--- src/lkvc_pkg.sv ---
// Shared types and constants of the LRU key-value cache.
package lkvc_pkg;

	// Default number of cache entries
	localparam int ENTRIES_DEF = 16;

	// Field widths
	localparam int DATA_W = 32;
	localparam int CAP_W = 5;

	// Capacity register after reset
	localparam logic [CAP_W-1:0] CAP_RESET = 5'd16;

	// Action codes
	localparam logic ACT_GET = 1'b0;
	localparam logic ACT_PUT = 1'b1;

	// One accepted request
	typedef struct packed {
		logic              action;
		logic [DATA_W-1:0] key;
		logic [DATA_W-1:0] value;
	} item_t;

	// One response
	typedef struct packed {
		logic              found;
		logic [DATA_W-1:0] read_value;
		logic              evicted;
	} result_t;

endpackage

--- src/lkvc_ifs.sv ---
// Valid/ready channel interfaces of the LRU key-value cache.
interface lkvc_req_if;
	logic                                valid;
	logic                                ready;
	logic                                action;
	logic signed [lkvc_pkg::DATA_W-1:0]  key;
	logic signed [lkvc_pkg::DATA_W-1:0]  value;

	modport source (output valid, output action, output key, output value, input ready);
	modport sink   (input valid, input action, input key, input value, output ready);
endinterface

interface lkvc_rsp_if;
	logic                                valid;
	logic                                ready;
	logic                                found;
	logic signed [lkvc_pkg::DATA_W-1:0]  read_value;
	logic                                evicted;

	modport source (output valid, output found, output read_value, output evicted, input ready);
	modport sink   (input valid, input found, input read_value, input evicted, output ready);
endinterface

interface lkvc_cfg_if;
	logic                          valid;
	logic                          ready;
	logic [lkvc_pkg::CAP_W-1:0]    data;

	modport source (output valid, output data, input ready);
	modport sink   (input valid, input data, output ready);
endinterface

--- src/lkvc_ram.sv ---
// Simple dual-port RAM with registered read, used for keys, values and ranks.
module lkvc_ram #(
	parameter int DEPTH = lkvc_pkg::ENTRIES_DEF,
	parameter int WIDTH = lkvc_pkg::DATA_W,
	localparam int AW = (DEPTH > 1) ? $clog2(DEPTH) : 1
) (
	input  logic             clk,
	input  logic             we,
	input  logic [AW-1:0]    waddr,
	input  logic [WIDTH-1:0] wdata,
	input  logic [AW-1:0]    raddr,
	output logic [WIDTH-1:0] rdata
);

	logic [WIDTH-1:0] mem [DEPTH];

	// Write one word and register one read word per cycle
	always_ff @(posedge clk) begin
		if (we) begin
			mem[waddr] <= wdata;
		end
		rdata <= mem[raddr];
	end

endmodule

--- src/lkvc_seq.sv ---
// Sequencer that scans entries through one shared key comparator and sweeps rank updates.
module lkvc_seq #(
	parameter int ENTRIES = lkvc_pkg::ENTRIES_DEF
) (
	input  logic                        clk,
	input  logic                        arst_n,
	input  logic                        start,
	input  lkvc_pkg::item_t             item,
	output logic                        idle,
	input  logic [lkvc_pkg::CAP_W-1:0]  capacity,
	output logic                        res_valid,
	input  logic                        res_ready,
	output lkvc_pkg::result_t           result
);

	localparam int AW = (ENTRIES > 1) ? $clog2(ENTRIES) : 1;
	localparam int CW = $clog2(ENTRIES + 1);
	localparam int CMPW = (CW > lkvc_pkg::CAP_W) ? CW : lkvc_pkg::CAP_W;
	localparam logic [AW-1:0] LAST = AW'(ENTRIES - 1);

	localparam logic [2:0] S_IDLE   = 3'd0;
	localparam logic [2:0] S_SCAN   = 3'd1;
	localparam logic [2:0] S_DECIDE = 3'd2;
	localparam logic [2:0] S_UPD    = 3'd3;
	localparam logic [2:0] S_DONE   = 3'd4;

	logic [2:0]              state_q;
	logic [CW-1:0]           rd_cnt_q;
	logic                    cmp_vld_q;
	logic [AW-1:0]           cmp_idx_q;
	logic [ENTRIES-1:0]      valid_q;
	logic [CW-1:0]           occ_q;
	logic                    hit_q, lru_any_q, free_any_q;
	logic [AW-1:0]           hit_idx_q, lru_idx_q, free_idx_q;
	logic [AW-1:0]           hit_rank_q, lru_rank_q;
	logic [lkvc_pkg::DATA_W-1:0] hit_val_q;
	logic [AW-1:0]           s_q, r_q;
	lkvc_pkg::item_t         item_q;
	lkvc_pkg::result_t       res_q;

	logic [AW-1:0]           raddr;
	logic [lkvc_pkg::DATA_W-1:0] key_rd, val_rd;
	logic [AW-1:0]           rank_rd;
	logic                    issue, last, ent_valid, key_match;
	logic [CMPW-1:0]         cap_w, lim_w, occ_w;
	logic                    full;
	logic [AW-1:0]           dec_s, dec_r;
	logic                    dec_evict, dec_insert, dec_kv_we, dec_promote;
	logic                    kv_we;
	logic                    rank_we;
	logic [AW-1:0]           rank_wdata;

	// Key, value and rank stores
	lkvc_ram #(.DEPTH(ENTRIES), .WIDTH(lkvc_pkg::DATA_W)) u_key_ram (
		.clk(clk), .we(kv_we), .waddr(dec_s), .wdata(item_q.key),
		.raddr(raddr), .rdata(key_rd)
	);

	lkvc_ram #(.DEPTH(ENTRIES), .WIDTH(lkvc_pkg::DATA_W)) u_val_ram (
		.clk(clk), .we(kv_we), .waddr(dec_s), .wdata(item_q.value),
		.raddr(raddr), .rdata(val_rd)
	);

	lkvc_ram #(.DEPTH(ENTRIES), .WIDTH(AW)) u_rank_ram (
		.clk(clk), .we(rank_we), .waddr(cmp_idx_q), .wdata(rank_wdata),
		.raddr(raddr), .rdata(rank_rd)
	);

	// Walk addresses and compare the entry read in the previous cycle
	always_comb begin
		raddr = rd_cnt_q[AW-1:0];
		issue = ((state_q == S_SCAN) || (state_q == S_UPD)) && (rd_cnt_q < CW'(ENTRIES));
		last = cmp_vld_q && (cmp_idx_q == LAST);
		ent_valid = valid_q[cmp_idx_q];
		key_match = ent_valid && (key_rd == item_q.key);
	end

	// Clamp capacity to 1..ENTRIES and check for a full cache
	always_comb begin
		cap_w = CMPW'(capacity);
		occ_w = CMPW'(occ_q);
		if (cap_w == '0) begin
			lim_w = CMPW'(1);
		end else if (cap_w > CMPW'(ENTRIES)) begin
			lim_w = CMPW'(ENTRIES);
		end else begin
			lim_w = cap_w;
		end
		full = occ_w >= lim_w;
	end

	// Pick the slot to touch and the rank it leaves
	always_comb begin
		dec_s = hit_idx_q;
		dec_r = hit_rank_q;
		dec_evict = 1'b0;
		dec_insert = 1'b0;
		dec_kv_we = 1'b0;
		dec_promote = 1'b0;
		if (hit_q) begin
			dec_promote = 1'b1;
			dec_kv_we = (item_q.action == lkvc_pkg::ACT_PUT);
		end else if (item_q.action == lkvc_pkg::ACT_PUT) begin
			if (full && lru_any_q) begin
				dec_s = lru_idx_q;
				dec_r = lru_rank_q;
				dec_evict = 1'b1;
				dec_kv_we = 1'b1;
				dec_promote = 1'b1;
			end else if (free_any_q) begin
				dec_s = free_idx_q;
				dec_r = AW'(occ_q);
				dec_insert = 1'b1;
				dec_kv_we = 1'b1;
				dec_promote = 1'b1;
			end
		end
		kv_we = (state_q == S_DECIDE) && dec_kv_we;
	end

	// Bump the ranks lower than the promoted slot's old rank, zero the slot itself
	always_comb begin
		rank_we = (state_q == S_UPD) && cmp_vld_q &&
			((cmp_idx_q == s_q) || (ent_valid && (rank_rd < r_q)));
		rank_wdata = (cmp_idx_q == s_q) ? '0 : rank_rd + AW'(1);
	end

	// Sequencer and control state
	always_ff @(posedge clk or negedge arst_n) begin
		if (!arst_n) begin
			state_q <= S_IDLE;
			rd_cnt_q <= '0;
			cmp_vld_q <= 1'b0;
			valid_q <= '0;
			occ_q <= '0;
			hit_q <= 1'b0;
			lru_any_q <= 1'b0;
			free_any_q <= 1'b0;
		end else begin
			case (state_q)
				S_IDLE: begin
					if (start) begin
						state_q <= S_SCAN;
						rd_cnt_q <= '0;
						cmp_vld_q <= 1'b0;
						hit_q <= 1'b0;
						lru_any_q <= 1'b0;
						free_any_q <= 1'b0;
					end
				end
				S_SCAN: begin
					cmp_vld_q <= issue;
					if (issue) begin
						rd_cnt_q <= rd_cnt_q + CW'(1);
					end
					if (cmp_vld_q) begin
						if (key_match && !hit_q) begin
							hit_q <= 1'b1;
						end
						if (ent_valid && (!lru_any_q || (rank_rd > lru_rank_q))) begin
							lru_any_q <= 1'b1;
						end
						if (!ent_valid && !free_any_q) begin
							free_any_q <= 1'b1;
						end
					end
					if (last) begin
						state_q <= S_DECIDE;
					end
				end
				S_DECIDE: begin
					if (dec_insert) begin
						valid_q[dec_s] <= 1'b1;
						occ_q <= occ_q + CW'(1);
					end
					rd_cnt_q <= '0;
					cmp_vld_q <= 1'b0;
					state_q <= dec_promote ? S_UPD : S_DONE;
				end
				S_UPD: begin
					cmp_vld_q <= issue;
					if (issue) begin
						rd_cnt_q <= rd_cnt_q + CW'(1);
					end
					if (last) begin
						state_q <= S_DONE;
					end
				end
				S_DONE: begin
					if (res_ready) begin
						state_q <= S_IDLE;
					end
				end
				default: begin
					state_q <= S_IDLE;
				end
			endcase
		end
	end

	// Capture the request, scan findings and the response
	always_ff @(posedge clk) begin
		if ((state_q == S_IDLE) && start) begin
			item_q <= item;
		end
		cmp_idx_q <= raddr;
		if ((state_q == S_SCAN) && cmp_vld_q) begin
			if (key_match && !hit_q) begin
				hit_idx_q <= cmp_idx_q;
				hit_rank_q <= rank_rd;
				hit_val_q <= val_rd;
			end
			if (ent_valid && (!lru_any_q || (rank_rd > lru_rank_q))) begin
				lru_idx_q <= cmp_idx_q;
				lru_rank_q <= rank_rd;
			end
			if (!ent_valid && !free_any_q) begin
				free_idx_q <= cmp_idx_q;
			end
		end
		if (state_q == S_DECIDE) begin
			s_q <= dec_s;
			r_q <= dec_r;
			res_q.found <= hit_q;
			res_q.read_value <= (hit_q && (item_q.action == lkvc_pkg::ACT_GET)) ?
				hit_val_q : '1;
			res_q.evicted <= dec_evict;
		end
	end

	assign idle = (state_q == S_IDLE);
	assign res_valid = (state_q == S_DONE);
	assign result = res_q;

endmodule

--- src/lru_key_value_cache_unit.sv ---
// Top level of the fully associative LRU key-value cache.
//
// Requests arrive on req (action, key, value); a transfer happens when valid
// and ready are both high. Each request gives exactly one response on rsp
// (found, read_value, evicted). The capacity register is written through cfg,
// which is always ready; write it only while no request is in flight.
//
// One request at a time: req.ready is high only while the sequencer is idle.
// The sequencer reads one entry per cycle from the key, value and rank RAMs
// through a single key comparator, decides the slot, then, unless a get
// misses, sweeps the rank RAM once more as a read-modify-write pass to move
// the touched entry to most recent.
//
// The response sits in an output register, so the next request is taken
// while an earlier response still waits; a further response waits in the
// sequencer until rsp is taken. Reset clears all valid marks, occupancy,
// and sets capacity to 16; keys and values are not cleared.
module lru_key_value_cache_unit #(
	parameter int ENTRIES = lkvc_pkg::ENTRIES_DEF
) (
	input logic        clk,
	input logic        arst_n,
	lkvc_req_if.sink   req,
	lkvc_rsp_if.source rsp,
	lkvc_cfg_if.sink   cfg
);

	logic [lkvc_pkg::CAP_W-1:0] capacity_q;
	logic                       seq_idle;
	logic                       start;
	lkvc_pkg::item_t            item;
	logic                       res_valid, res_ready, res_take;
	lkvc_pkg::result_t          result;
	logic                       out_vld_q;
	lkvc_pkg::result_t          out_q;

	// Capacity register
	assign cfg.ready = 1'b1;

	always_ff @(posedge clk or negedge arst_n) begin
		if (!arst_n) begin
			capacity_q <= lkvc_pkg::CAP_RESET;
		end else if (cfg.valid && cfg.ready) begin
			capacity_q <= cfg.data;
		end
	end

	// Accept a request while the sequencer is idle
	assign req.ready = seq_idle;
	assign start = req.valid && seq_idle;
	assign item = '{action: req.action, key: req.key, value: req.value};

	lkvc_seq #(.ENTRIES(ENTRIES)) u_seq (
		.clk(clk),
		.arst_n(arst_n),
		.start(start),
		.item(item),
		.idle(seq_idle),
		.capacity(capacity_q),
		.res_valid(res_valid),
		.res_ready(res_ready),
		.result(result)
	);

	// Output register: load when empty or being drained
	assign res_ready = !out_vld_q || rsp.ready;
	assign res_take = res_valid && res_ready;

	always_ff @(posedge clk or negedge arst_n) begin
		if (!arst_n) begin
			out_vld_q <= 1'b0;
		end else if (res_take) begin
			out_vld_q <= 1'b1;
		end else if (rsp.ready) begin
			out_vld_q <= 1'b0;
		end
	end

	always_ff @(posedge clk) begin
		if (res_take) begin
			out_q <= result;
		end
	end

	assign rsp.valid = out_vld_q;
	assign rsp.found = out_q.found;
	assign rsp.read_value = out_q.read_value;
	assign rsp.evicted = out_q.evicted;

	// Block is busy in the cycle after a request transfer
	a_busy_after_accept: assert property (@(posedge clk) disable iff (!arst_n)
		(req.valid && req.ready) |=> !req.ready)
		else $error("request taken while a previous one is in flight");

	// An eviction only happens on a put that missed
	a_evict_not_found: assert property (@(posedge clk) disable iff (!arst_n)
		rsp.valid |-> !(rsp.evicted && rsp.found))
		else $error("eviction reported on a hit");

	// A miss always reads back all ones
	a_miss_all_ones: assert property (@(posedge clk) disable iff (!arst_n)
		(rsp.valid && !rsp.found) |-> (rsp.read_value == '1))
		else $error("miss returned a value other than all ones");

	// A new response is loaded only when the output register frees up
	a_no_overwrite: assert property (@(posedge clk) disable iff (!arst_n)
		(out_vld_q && !rsp.ready) |-> !res_take)
		else $error("pending response overwritten");

endmodule
--- src/flat_wrapper.sv ---
// flat-port wrapper written by rule: the top's interface ports become plain ports
module lru_key_value_cache_unit_flat 
#(
	parameter int ENTRIES = lkvc_pkg::ENTRIES_DEF
)
  (clk, arst_n, req_valid, req_action, req_key, req_value, req_ready, rsp_valid, rsp_found, rsp_read_value, rsp_evicted, rsp_ready, cfg_valid, cfg_data, cfg_ready);
  lkvc_req_if req_i ();
  lkvc_rsp_if rsp_i ();
  lkvc_cfg_if cfg_i ();
  input logic clk;
  input logic arst_n;
  input wire logic [$bits(req_i.valid)-1:0] req_valid;
  input wire logic [$bits(req_i.action)-1:0] req_action;
  input wire logic [$bits(req_i.key)-1:0] req_key;
  input wire logic [$bits(req_i.value)-1:0] req_value;
  output wire logic [$bits(req_i.ready)-1:0] req_ready;
  output wire logic [$bits(rsp_i.valid)-1:0] rsp_valid;
  output wire logic [$bits(rsp_i.found)-1:0] rsp_found;
  output wire logic [$bits(rsp_i.read_value)-1:0] rsp_read_value;
  output wire logic [$bits(rsp_i.evicted)-1:0] rsp_evicted;
  input wire logic [$bits(rsp_i.ready)-1:0] rsp_ready;
  input wire logic [$bits(cfg_i.valid)-1:0] cfg_valid;
  input wire logic [$bits(cfg_i.data)-1:0] cfg_data;
  output wire logic [$bits(cfg_i.ready)-1:0] cfg_ready;
  assign req_i.valid = req_valid;
  assign req_i.action = req_action;
  assign req_i.key = req_key;
  assign req_i.value = req_value;
  assign req_ready = req_i.ready;
  assign rsp_valid = rsp_i.valid;
  assign rsp_found = rsp_i.found;
  assign rsp_read_value = rsp_i.read_value;
  assign rsp_evicted = rsp_i.evicted;
  assign rsp_i.ready = rsp_ready;
  assign cfg_i.valid = cfg_valid;
  assign cfg_i.data = cfg_data;
  assign cfg_ready = cfg_i.ready;
  lru_key_value_cache_unit #(.ENTRIES(ENTRIES)) u_core (.clk(clk), .arst_n(arst_n), .req(req_i), .rsp(rsp_i), .cfg(cfg_i));
endmodule
--- config.mk ---
export PLATFORM = sky130hd
export DESIGN_NAME = lru_key_value_cache_unit_flat
export DESIGN_NICKNAME = d
export VERILOG_FILES = /design/src/lkvc_pkg.sv /design/src/lkvc_ifs.sv /design/src/lkvc_ram.sv /design/src/lkvc_seq.sv /design/src/lru_key_value_cache_unit.sv /design/src/flat_wrapper.sv
export SDC_FILE = /design/constraint.sdc
export NUM_CORES = 1
export LEC_CHECK = 0
export ABC_AREA = 1
export BUFFER_PORTS_ARGS = -buffer_cell sky130_fd_sc_hd__buf_2
export CORE_AREA = 2 2 368 370
export CTS_CLUSTER_DIAMETER = 30
export DETAILED_ROUTE_END_ITERATION = 8
export DIE_AREA = 0 0 370 372
export SYNTH_ARGS = -nofsm -noshare
export SYNTH_HDL_FRONTEND = slang
export SYNTH_SLANG_ARGS = --single-unit
--- constraint.sdc ---
create_clock -name clk -period 16.07 [get_ports clk]
set_input_delay 0.8035 -clock clk [delete_from_list [all_inputs] [get_ports clk]]
set_output_delay 0.8035 -clock clk [all_outputs]
set_load 0.01 [all_outputs]
Yosys cells after proc, flatten, opt, wreduce, memory -nomap -nowiden
Memory sizes are Yosys's and may differ from the RTL's. A register that Yosys moved wholly into a read port is not among the register bits.
Index checks and enable logic that the tools add are counted.
Cells by class
  order comparisons: 8
  bitwise operators: 2
  mux-type cells: 50
  eq/ne operators: 16
  $add $sub $neg: 3
  reductions and logical operators: 43
Operator list (count)
  4-bit two-way mux: 9
  32-bit equality test: 1
  1-bit two-way mux: 24
  5-bit two-way mux: 4
  1-bit logical AND: 17
  16-bit bitwise OR: 1
  4-bit AND reduction: 4
  3-bit two-way mux: 5
  3-bit case mux with 5 select lines: 1
  5-bit case mux with 3 select lines: 1
  5-bit by 1-bit adder with 5-bit output (second input constant): 2
  4-bit by 5-bit < comparator with 1-bit output (second input constant): 2
  2-bit != test (second input constant): 5
  2-bit AND reduction: 5
  2-bit by 1-bit != test with 1-bit output (second input constant): 4
  3-bit by 2-bit equality test with 1-bit output (second input constant): 2
  1-bit case mux with 2 select lines: 3
  5-bit greater-or-equal comparator: 1
  5-bit > comparator (second input constant): 1
  1-bit logical NOT: 5
  5-bit logical NOT: 1
  5-bit < comparator (second input constant): 1
  4-bit by 1-bit adder with 4-bit output (second input constant): 1
  1-bit binary-select mux with 4-bit select: 1
  16 further kinds: 21
Storage, ports and cells
  output and inout port bits: 37
  bits in writable memories: 1088
  flip-flop bits (word level): 236
  word-level logic and storage cells: 153
  memories kept: 3
Memory list
  u_core.u_seq.u_key_ram.mem: depth 16, width 32, read ports 1, clocked after Yosys merged registers in 1, write ports 1, line lkvc_ram.sv:15  | logic [WIDTH-1:0] mem [DEPTH];
  u_core.u_seq.u_val_ram.mem: depth 16, width 32, read ports 1, clocked after Yosys merged registers in 1, write ports 1, line lkvc_ram.sv:15
  u_core.u_seq.u_rank_ram.mem: depth 16, width 4, read ports 1, clocked after Yosys merged registers in 1, write ports 1, line lkvc_ram.sv:15

Longest topological paths before layout
Gate-level depths: netlist of the first run.
  depth in word-level cells: 13
  gate-level depth with buffers: 18
  mapped depth without buffers: 18

Hierarchy
A second synthesis of the first run with hierarchy kept.
Unflattened totals
  cells, all modules: 5314
  area, all modules: 57995.6 µm²
By module, submodules not included
  lkvc_ram (u_core.u_seq.u_key_ram): seq. area each 16015.4 µm², area an instance 22744.3 µm², times used 1, cells each 2120
  lkvc_ram (u_core.u_seq.u_val_ram): seq. area each 16015.4 µm², area an instance 22730.6 µm², times used 1, cells each 2120
  lkvc_seq: seq. area each 5680.4 µm², area an instance 8265.4 µm², times used 1, cells each 719
  lkvc_ram (u_core.u_seq.u_rank_ram): seq. area each 2001.9 µm², area an instance 2966.6 µm², times used 1, cells each 290
  lru_key_value_cache_unit: seq. area each 1172.4 µm², area an instance 1288.7 µm², times used 1, cells each 65

Worst setup path after synthesis of the first run
OpenSTA, ideal clock, no wires.
  kind: reg-to-reg
  start point: register u_core.u_seq.state_q[2]
  end point: memory u_core.u_seq.u_key_ram.mem[4][0] (netlist name) (enable)
  buffers on the path: 0
  required time: 15.505 ns
  cell stages (with the launch flop): 6
  data arrival time: 8.628 ns
  path slack: 6.877 ns
  path through: dfrtp_1 > nor3_1 > inv_1 > a21oi_2 > o21ai_2 > nor3_1
Between the ends
  word-level cells in the longest chain between the ends: 4
RTL lines
  from (decl): line lkvc_seq.sv:27  | logic [2:0] state_q;
  from (signal assigned): line lkvc_seq.sv:178  | state_q <= dec_promote ? S_UPD : S_DONE;
  3-bit by 2-bit equality test with 1-bit output: line lkvc_seq.sv:118  | kv_we = (state_q == S_DECIDE) && dec_kv_we;
  1-bit logical AND: line lkvc_seq.sv:118
  1-bit two-way mux: line lkvc_ram.sv:19  | if (we) begin
  1-bit two-way mux (implied by the code): line lkvc_ram.sv:20  | mem[waddr] <= wdata;
  to (decl): line lkvc_ram.sv:15
Every way passes these cells.

Worst setup path after layout of the first run
  start point: register u_core.capacity_q[3] (netlist name)
  end point: memory u_core.u_seq.u_key_ram.mem[10][30] (netlist name) (enable)
Between the ends
  word-level cells in the longest chain between the ends: 11
  elaborated cells on any way between the ends: 15
  classes of those cells: order compare (2); mux (10); reduce/logical (3)
RTL lines
  from (decl): line lru_key_value_cache_unit.sv:28  | logic [lkvc_pkg::CAP_W-1:0] capacity_q;
  from (signal assigned): line lru_key_value_cache_unit.sv:42  | capacity_q <= lkvc_pkg::CAP_RESET;
  from (signal assigned): line lru_key_value_cache_unit.sv:44  | capacity_q <= cfg.data;
  5-bit > comparator: line lkvc_seq.sv:84  | end else if (cap_w > CMPW'(ENTRIES)) begin
  5-bit two-way mux: line lkvc_seq.sv:84
  5-bit two-way mux (*): line lkvc_seq.sv:82  | if (cap_w == '0) begin
  5-bit greater-or-equal comparator (*): line lkvc_seq.sv:89  | full = occ_w >= lim_w;
  1-bit logical AND (*): line lkvc_seq.sv:104  | if (full && lru_any_q) begin
  1-bit two-way mux: line lkvc_seq.sv:104
  1-bit two-way mux: line lkvc_seq.sv:103  | end else if (item_q.action == lkvc_pkg::ACT_PUT) begin
  1-bit two-way mux: line lkvc_seq.sv:100  | if (hit_q) begin
  1-bit logical AND: line lkvc_seq.sv:118
  1-bit two-way mux: line lkvc_ram.sv:19
  1-bit two-way mux (implied by the code): line lkvc_ram.sv:20
Every way passes the cells marked *; elsewhere a longest branch is shown, timed or not.

==> reports/results.ini, run 1 <==
[setup_path]
crit_cells=16
crit_type=flop to flop
reg2reg_slack_ns=11.85
required_ns=16.54
path_cells=inv_1 > nand4_1 > nand2_1 > nand2_1 > ha_1 > nand2_1 > nor2_1 > nand2_1 > nand3_2 > nand2_4 > nand2_2 > nand2_2 > a21oi_2 > o21ai_4 > nor2_4 > buf_4
reg2reg_to=u_core.u_seq.u_key_ram.mem[10][30]
cpMostUsedCell=nand2_1
critical_path.top_delay_family=simple AND/OR/NAND/NOR gates
crit_path_end_kind=flop
critical-path-slowest-cell=nor2_4
crit_buf_inv=2
r2r_start=u_core.capacity_q[3]
arrival_ns=4.70
cpPeakStageDelay_ns=0.79
worst_r2r_path_depth=16
cp_max_fo=44
startpoint_type=flop

[clock_network]
hold_buffers=0
tritoncts.num_buffers=291
postCtsSetupRepairBufs=0
insertion_delay_ns=0.87
cts_max_path_buffers=4
cts_tree=done
path_clk_slew_ns=0.05
post_cts_resized=0
cts_num_sinks=1392
root_buffer=clkbuf_16
htreeDepth=5

[hold_path]
hold_class=input pin to async pin

[logic_synthesis]
synth_ff_type=edfxtp_1
synth.area.top_cells=edfxtp_1, nor2_1, o21ai_0
postSynthAreaPerCell_um2=14.19
synth_top_cell_by_area=edfxtp_1
syn_area_um2=53100
synthesis.nets=3832
synthArstFlopShare_pct=2.802
synth_cell_types=40
synth_top_cell_area_share_pct=72.44
synthCells=3742
ys_warn_count=0
seq_area_frac_synth_pct=77.00
synth-edff-count=1281
ys_ff_latch=1392

[finish]
fillers=11258
area_delta_synth_final_pct=22.81
nets=4064
fin_area_um2=65210
final_core_utilization_pct=48.56
drive_gt1_share_pct=16.22
antennaDiodeCount=0

[die]
dieArea_um2=137600
core_area_um2=134300
num_rows=135
die_y_um=372
fp.dieW_um=370
io_pins=112
start_util_pct=39.54

[routing]
drc=0
dr.pass1.iters=6
vias=31697
detail_route.wirelength_mm=132.3
wire_per_inst_um=22.17
viasPerCell=5.312
first_iter_violations=2885
postRouteAntennaNets=0

[sta]
fin_skew_ns=0.05440
rsz0062_at_grt=no
fin_setup_tns_ns=0
hold_viol=0
relSlewSlack_pct=22.98
min_period_ns=4.225
setup_slack_ns=11.85
fmax_mhz=236.7
setup_viol=0
fin_crit_sh_pct=26.29
drv_slew=0
tightest_slew_ns=1.151

[global_routing]
grt_antenna_before_repair=6
grt-ovfl-total=0
track_usage_pct=19.02
grt_pass1_vias=31401
grt_pass1_wl_mm=196.7
grt_max_degree=236

[placed_design]
dpl_worst_slack_ns=11.78
place_area_um2=55460
dp.final_hpwl_mm=68.67
io_buffers=110
gp_congestion=0.8051

[power_and_ir_drop]
p_per_area_nw_per_um2=196.9
ir_drop_mv=0.2150
p_leak_nw=22.46

[status]
status=complete, no violations

[job]
cap_viol_max_count=0

[sequential cells by signal (all words and copies together) (netlist names), 5 cells and up]
name / cells
u_core.u_seq.u_key_ram.mem: 512
u_core.u_seq.u_val_ram.mem: 512
u_core.u_seq.item_q: 65
u_core.u_seq.u_rank_ram.mem: 64
u_core.u_seq.result: 34
u_core.rsp.read_value: 32
u_core.u_seq.hit_val_q: 32
u_core.u_seq.u_key_ram.rdata: 32
u_core.u_seq.u_val_ram.rdata: 32
u_core.u_seq.valid_q: 16
u_core.capacity_q: 5
u_core.u_seq.occ_q: 5
u_core.u_seq.rd_cnt_q: 5
[report_power, final]
| part | internal (mW) | total (mW) | switching, mW |
|---|---|---|---|
| clock network | 4.07 | 5.93 | 1.87 |
| logic | 0.669 | 2.20 | 1.53 |
| registers | 4.40 | 4.71 | 0.304 |
| total | 9.14 | 12.8 | 3.70 |
[metrics by stage]
step | total power, mW | instances | hold WS (ns)
5_1_grt | 13.37 | 5967 | 0.09478
2_1_floorplan | 6.220 | 3742 | 0.3422
6_report | 12.84 | 5967 | 0.05981
3_3_place_gp | 6.957 | 5462 | 0.3884
4_1_cts | 12.95 | 5967 | 0.04198
3_5_place_dp | 6.987 | 5462 | 0.3887
[cells in the mapped netlist, types with 68 or more instances]
cell type	instances
clkbuf_1	120
mux2i_1	112
nand3_1	147
buf_2	68
o221ai_1	114
inv_1	141
nor2_1	659
edfxtp_1	1281
nand2_1	355
o32ai_1	161
o21ai_0	290
dfxtp_1	72
[metal layers]
layer	GRT usage (%)	wire (µm)
met5	0	41
met4	7.552	3687
met3	3.663	8596
met2	29.73	61740
met1	26.23	58220
[cells by family after synthesis]
family          count (synthesis)  share of synthesized area (%)
fa+ha+maj                      15                         0.3534
simple gates                 1218                          9.319
mux                           112                          2.111
xor+xnor                       17                         0.2804
flops                        1392                          77.00
buf+inv                       370                          2.990
compound gates                617                          7.941
other cells                     1                       0.007062
[worst max path at each step]
| stage | from | to | slack, ns |
|---|---|---|---|
| CTS | u_core.capacity_q[3] | u_core.u_seq.u_key_ram.mem[10][22] | 11.75 |
| floorplan | u_core.u_seq.state_q[2] | u_core.u_seq.u_key_ram.mem[4][0] | 6.88 |
| finish | u_core.capacity_q[3] | u_core.u_seq.u_key_ram.mem[10][30] | 11.85 |
| global placement | u_core.capacity_q[2] | u_core.u_seq.u_key_ram.mem[12][23] | 11.71 |
| detailed placement | u_core.capacity_q[3] | u_core.u_seq.u_key_ram.mem[10][22] | 11.78 |
| global route | u_core.capacity_q[3] | u_core.u_seq.u_key_ram.mem[10][22] | 11.46 |
[cell usage in the layout, fill, tap and decap left out, types with 36 or more instances in the layout]
cell type  instances
edfxtp_1        1281
mux2i_1          112
inv_1            141
clkbuf_1          38
clkbuf_16        296
nand3_1          147
o32ai_1          161
o21ai_0          290
o221ai_1         114
clkinv_2          36
buf_4             44
nor2_1           639
nand2_1          355
dfxtp_1           72
bufinv_16         41
buf_2            110
[area by class of cell]
class | count | area [µm²] | area share (%)
Clock buffer | 345 | 7701 | 11.81
Tap cell | 1781 | 2228 | 3.417
Sequential cell | 1392 | 40900 | 62.71
Multi-Input combinational cell | 1980 | 10790 | 16.55
Inverter | 151 | 579.3 | 0.8883
Clock inverter | 160 | 2052 | 3.147
Timing Repair Buffer | 158 | 960.9 | 1.474
Note: power is estimated with default switching activity, not from simulation.
==> inputs of run 2 (changes only) <==
==> constraint.sdc (replaced) <==
create_clock -name clk -period 4.3 [get_ports clk]
set_input_delay 0.215 -clock clk [delete_from_list [all_inputs] [get_ports clk]]
set_output_delay 0.215 -clock clk [all_outputs]
set_load 0.01 [all_outputs]
==> reports/results.ini, run 2 (synthesis gave the netlist of run 1 again) <==
[status]
status=complete, no violations  ; unchanged

[global_routing]
grt_pass1_vias=31934  ; was 31401
grt_max_degree=140  ; was 236
grt-ovfl-total=0  ; unchanged
grt_pass1_wl_mm=201.8  ; was 196.7 mm
track_usage_pct=19.45  ; was 19.02%
grt_antenna_before_repair=1  ; was 6

[clock_network]
cts_num_sinks=1392  ; unchanged
cts_max_path_buffers=4  ; unchanged
insertion_delay_ns=0.88  ; was 0.87 ns
path_clk_slew_ns=0.06  ; was 0.05 ns
tritoncts.num_buffers=276  ; was 291
root_buffer=clkbuf_16  ; unchanged
post_cts_resized=0  ; unchanged
htreeDepth=5  ; unchanged
cts_tree=done  ; unchanged
postCtsSetupRepairBufs=0  ; unchanged

[sta]
setup_viol=0  ; unchanged
fin_setup_tns_ns=0  ; unchanged
fmax_mhz=280.6  ; was 236.7 MHz
fin_skew_ns=0.05193  ; was 0.05440 ns
relSlewSlack_pct=24.43  ; was 22.98%
fin_crit_sh_pct=82.87  ; was 26.29%
tightest_slew_ns=1.129  ; was 1.151 ns
min_period_ns=3.564  ; was 4.225 ns
rsz0062_at_grt=no  ; unchanged
drv_slew=0  ; unchanged
hold_viol=0  ; unchanged

[power_and_ir_drop]
ir_drop_mv=0.5384  ; was 0.2150 mV
p_per_area_nw_per_um2=704.4  ; was 196.9 nW/µm²
p_leak_nw=22.62  ; was 22.46 nW

[setup_path]
startpoint=u_core.capacity_q[1]  ; was u_core.capacity_q[3]
path_cells=inv_1 > nand4_1 > nand2_1 > nand2_1 > ha_1 > nand2_1 > nor2_1 > nand2_1 > nand3_2 > nand2_4 > nand2_2 > nand2_2 > a21oi_2 > o21ai_4 > nor2_4 > buf_12  ; was inv_1 > nand4_1 > nand2_1 > nand2_1 > ha_1 > nand2_1 > nor2_1 > nand2_1 > nand3_2 > nand2_4 > nand2_2 > nand2_2 > a21oi_2 > o21ai_4 > nor2_4 > buf_4
crit_cells=16  ; unchanged
setup.worst_path.end=u_core.u_seq.u_val_ram.mem[9][22]  ; was u_core.u_seq.u_key_ram.mem[10][30]
reg2reg_to=u_core.u_seq.u_val_ram.mem[9][22]  ; was u_core.u_seq.u_key_ram.mem[10][30]
cpPeakStageDelay_ns=0.70  ; was 0.79 ns
cpMostUsedCell=nand2_1  ; unchanged
critical_path.top_delay_family=simple AND/OR/NAND/NOR gates  ; unchanged
r2r_start=u_core.capacity_q[1]  ; was u_core.capacity_q[3]
cp_max_fo=19  ; was 44
critical-path-slowest-cell=nor2_4  ; unchanged
worst_r2r_path_depth=16  ; unchanged
crit_type=flop to flop  ; unchanged
required_ns=4.83  ; was 16.54 ns
crit_path_end_kind=flop  ; unchanged
startpoint_type=flop  ; unchanged
arrival_ns=4.10  ; was 4.70 ns
reg2reg_slack_ns=0.74  ; was 11.85 ns
crit_buf_inv=2  ; unchanged

[placed_design]
io_buffers=110  ; unchanged
dp.final_hpwl_mm=73.56  ; was 68.67 mm
place_area_um2=56210  ; was 55460 µm²
gp_congestion=0.8029  ; was 0.8051

[die]
num_rows=135  ; unchanged
io_pins=112  ; unchanged
dieArea_um2=137600  ; unchanged
fp.dieW_um=370  ; unchanged
core_area_um2=134300  ; unchanged
die_y_um=372  ; unchanged
start_util_pct=39.54  ; unchanged

[routing]
postRouteAntennaNets=0  ; unchanged
drc=0  ; unchanged
wire_per_inst_um=22.19  ; was 22.17 µm
viasPerCell=5.348  ; was 5.312
dr.pass1.iters=6  ; unchanged
vias=32425  ; was 31697
detail_route.wirelength_mm=134.5  ; was 132.3 mm
first_iter_violations=3663  ; was 2885

[finish]
area_delta_synth_final_pct=23.84  ; was 22.81%
fillers=11362  ; was 11258
final_cell_mix=edfxtp_1, nor2_1, nand2_1  ; unchanged
layout_commonest_cell=edfxtp_1  ; unchanged
fin_area_um2=65760  ; was 65210 µm²
final_core_utilization_pct=48.97  ; was 48.56%
nets=4175  ; was 4064
antennaDiodeCount=0  ; unchanged
largest_registers=u_core.u_seq.u_key_ram.mem x512, u_core.u_seq.u_val_ram.mem x512, u_core.u_seq.item_q x65  ; unchanged
drive_gt1_share_pct=15.69  ; was 16.22%

[hold_path]
hold_class=input pin to flop  ; was input pin to async pin

[job]
cap_viol_max_count=0  ; unchanged

## run 2: worst min path at each step
stage	startpoint	endpoint	slack, ns	cells after the start
6_report	req_value[20]	u_core.u_seq.item_q[20]	0.05	2
5_1_grt	req_value[20]	u_core.u_seq.item_q[20]	0.03	2
4_1_cts	req_value[20]	u_core.u_seq.item_q[20]	0.000007	2
3_5_place_dp	u_core.u_seq.u_val_ram.rdata[21]	u_core.u_seq.hit_val_q[21]	0.39	0
3_3_place_gp	u_core.u_seq.u_val_ram.rdata[21]	u_core.u_seq.hit_val_q[21]	0.39	0
2_1_floorplan	arst_n	u_core.capacity_q[0]	-0.08	0
## run 2: area by class of cell
cell class,count,area [µm²],area share (%)
clock buffer,332,7282,11.07
multi-input combinational,1980,10810,16.43
tap,1781,2228,3.389
sequential,1392,40900,62.19
clock inverter,143,1420,2.160
inverter,151,579.3,0.8810
timing repair buffer,284,2545,3.870
## run 2: worst register-to-register path, cell delays in order, from the launching register on
cell and delay (ns):
dfrtp_1 0.38, inv_1 0.08, nand4_1 0.11, nand2_1 0.12, nand2_1 0.06, ha_1 0.27
nand2_1 0.06, nor2_1 0.12, nand2_1 0.07, nand3_2 0.13, nand2_4 0.11, nand2_2 0.12
nand2_2 0.06, a21oi_2 0.23, o21ai_4 0.32, nor2_4 0.71, buf_12 0.27
## run 2: where the power goes
part           internal [mW]  switching (mW)  total (mW)
Clock                   13.2            6.71        19.9
Sequential              16.4            1.12        17.6
Combinational           2.74            6.06        8.81
Total                   32.4            13.9        46.3
## run 2: per-layer routing
layer | routed length, µm | share of wire (%) | GRT usage, % | vias to the layer above
met4 | 2850 | 2.1 | 6.309 | 0
met1 | 60400 | 45 | 28.14 | 16339
met5 | 0 | 0 | 0 | -
li1 | - | - | - | 14633
met2 | 61990 | 46 | 29.90 | 1228
met3 | 9288 | 6.9 | 3.291 | 225
## run 2: timing repair
item	in CTS	in global routing
hold buffers	85	0
hold endpoints to repair	135	0
endpoints found under the setup margin	0	0
## run 2: through the flow
step,total power [mW],cells,hold WS [ns],worst slack (ns)
final,46.32,6063,0.05478,0.7365
after global routing,48.25,6063,0.02746,0.4620
after CTS,46.69,6063,0.000007216,0.6889
after detailed placement,26.56,5503,0.3887,0.7147
after global placement,26.45,5503,0.3866,0.7583
after floorplan,23.25,3742,-0.08059,-0.1655
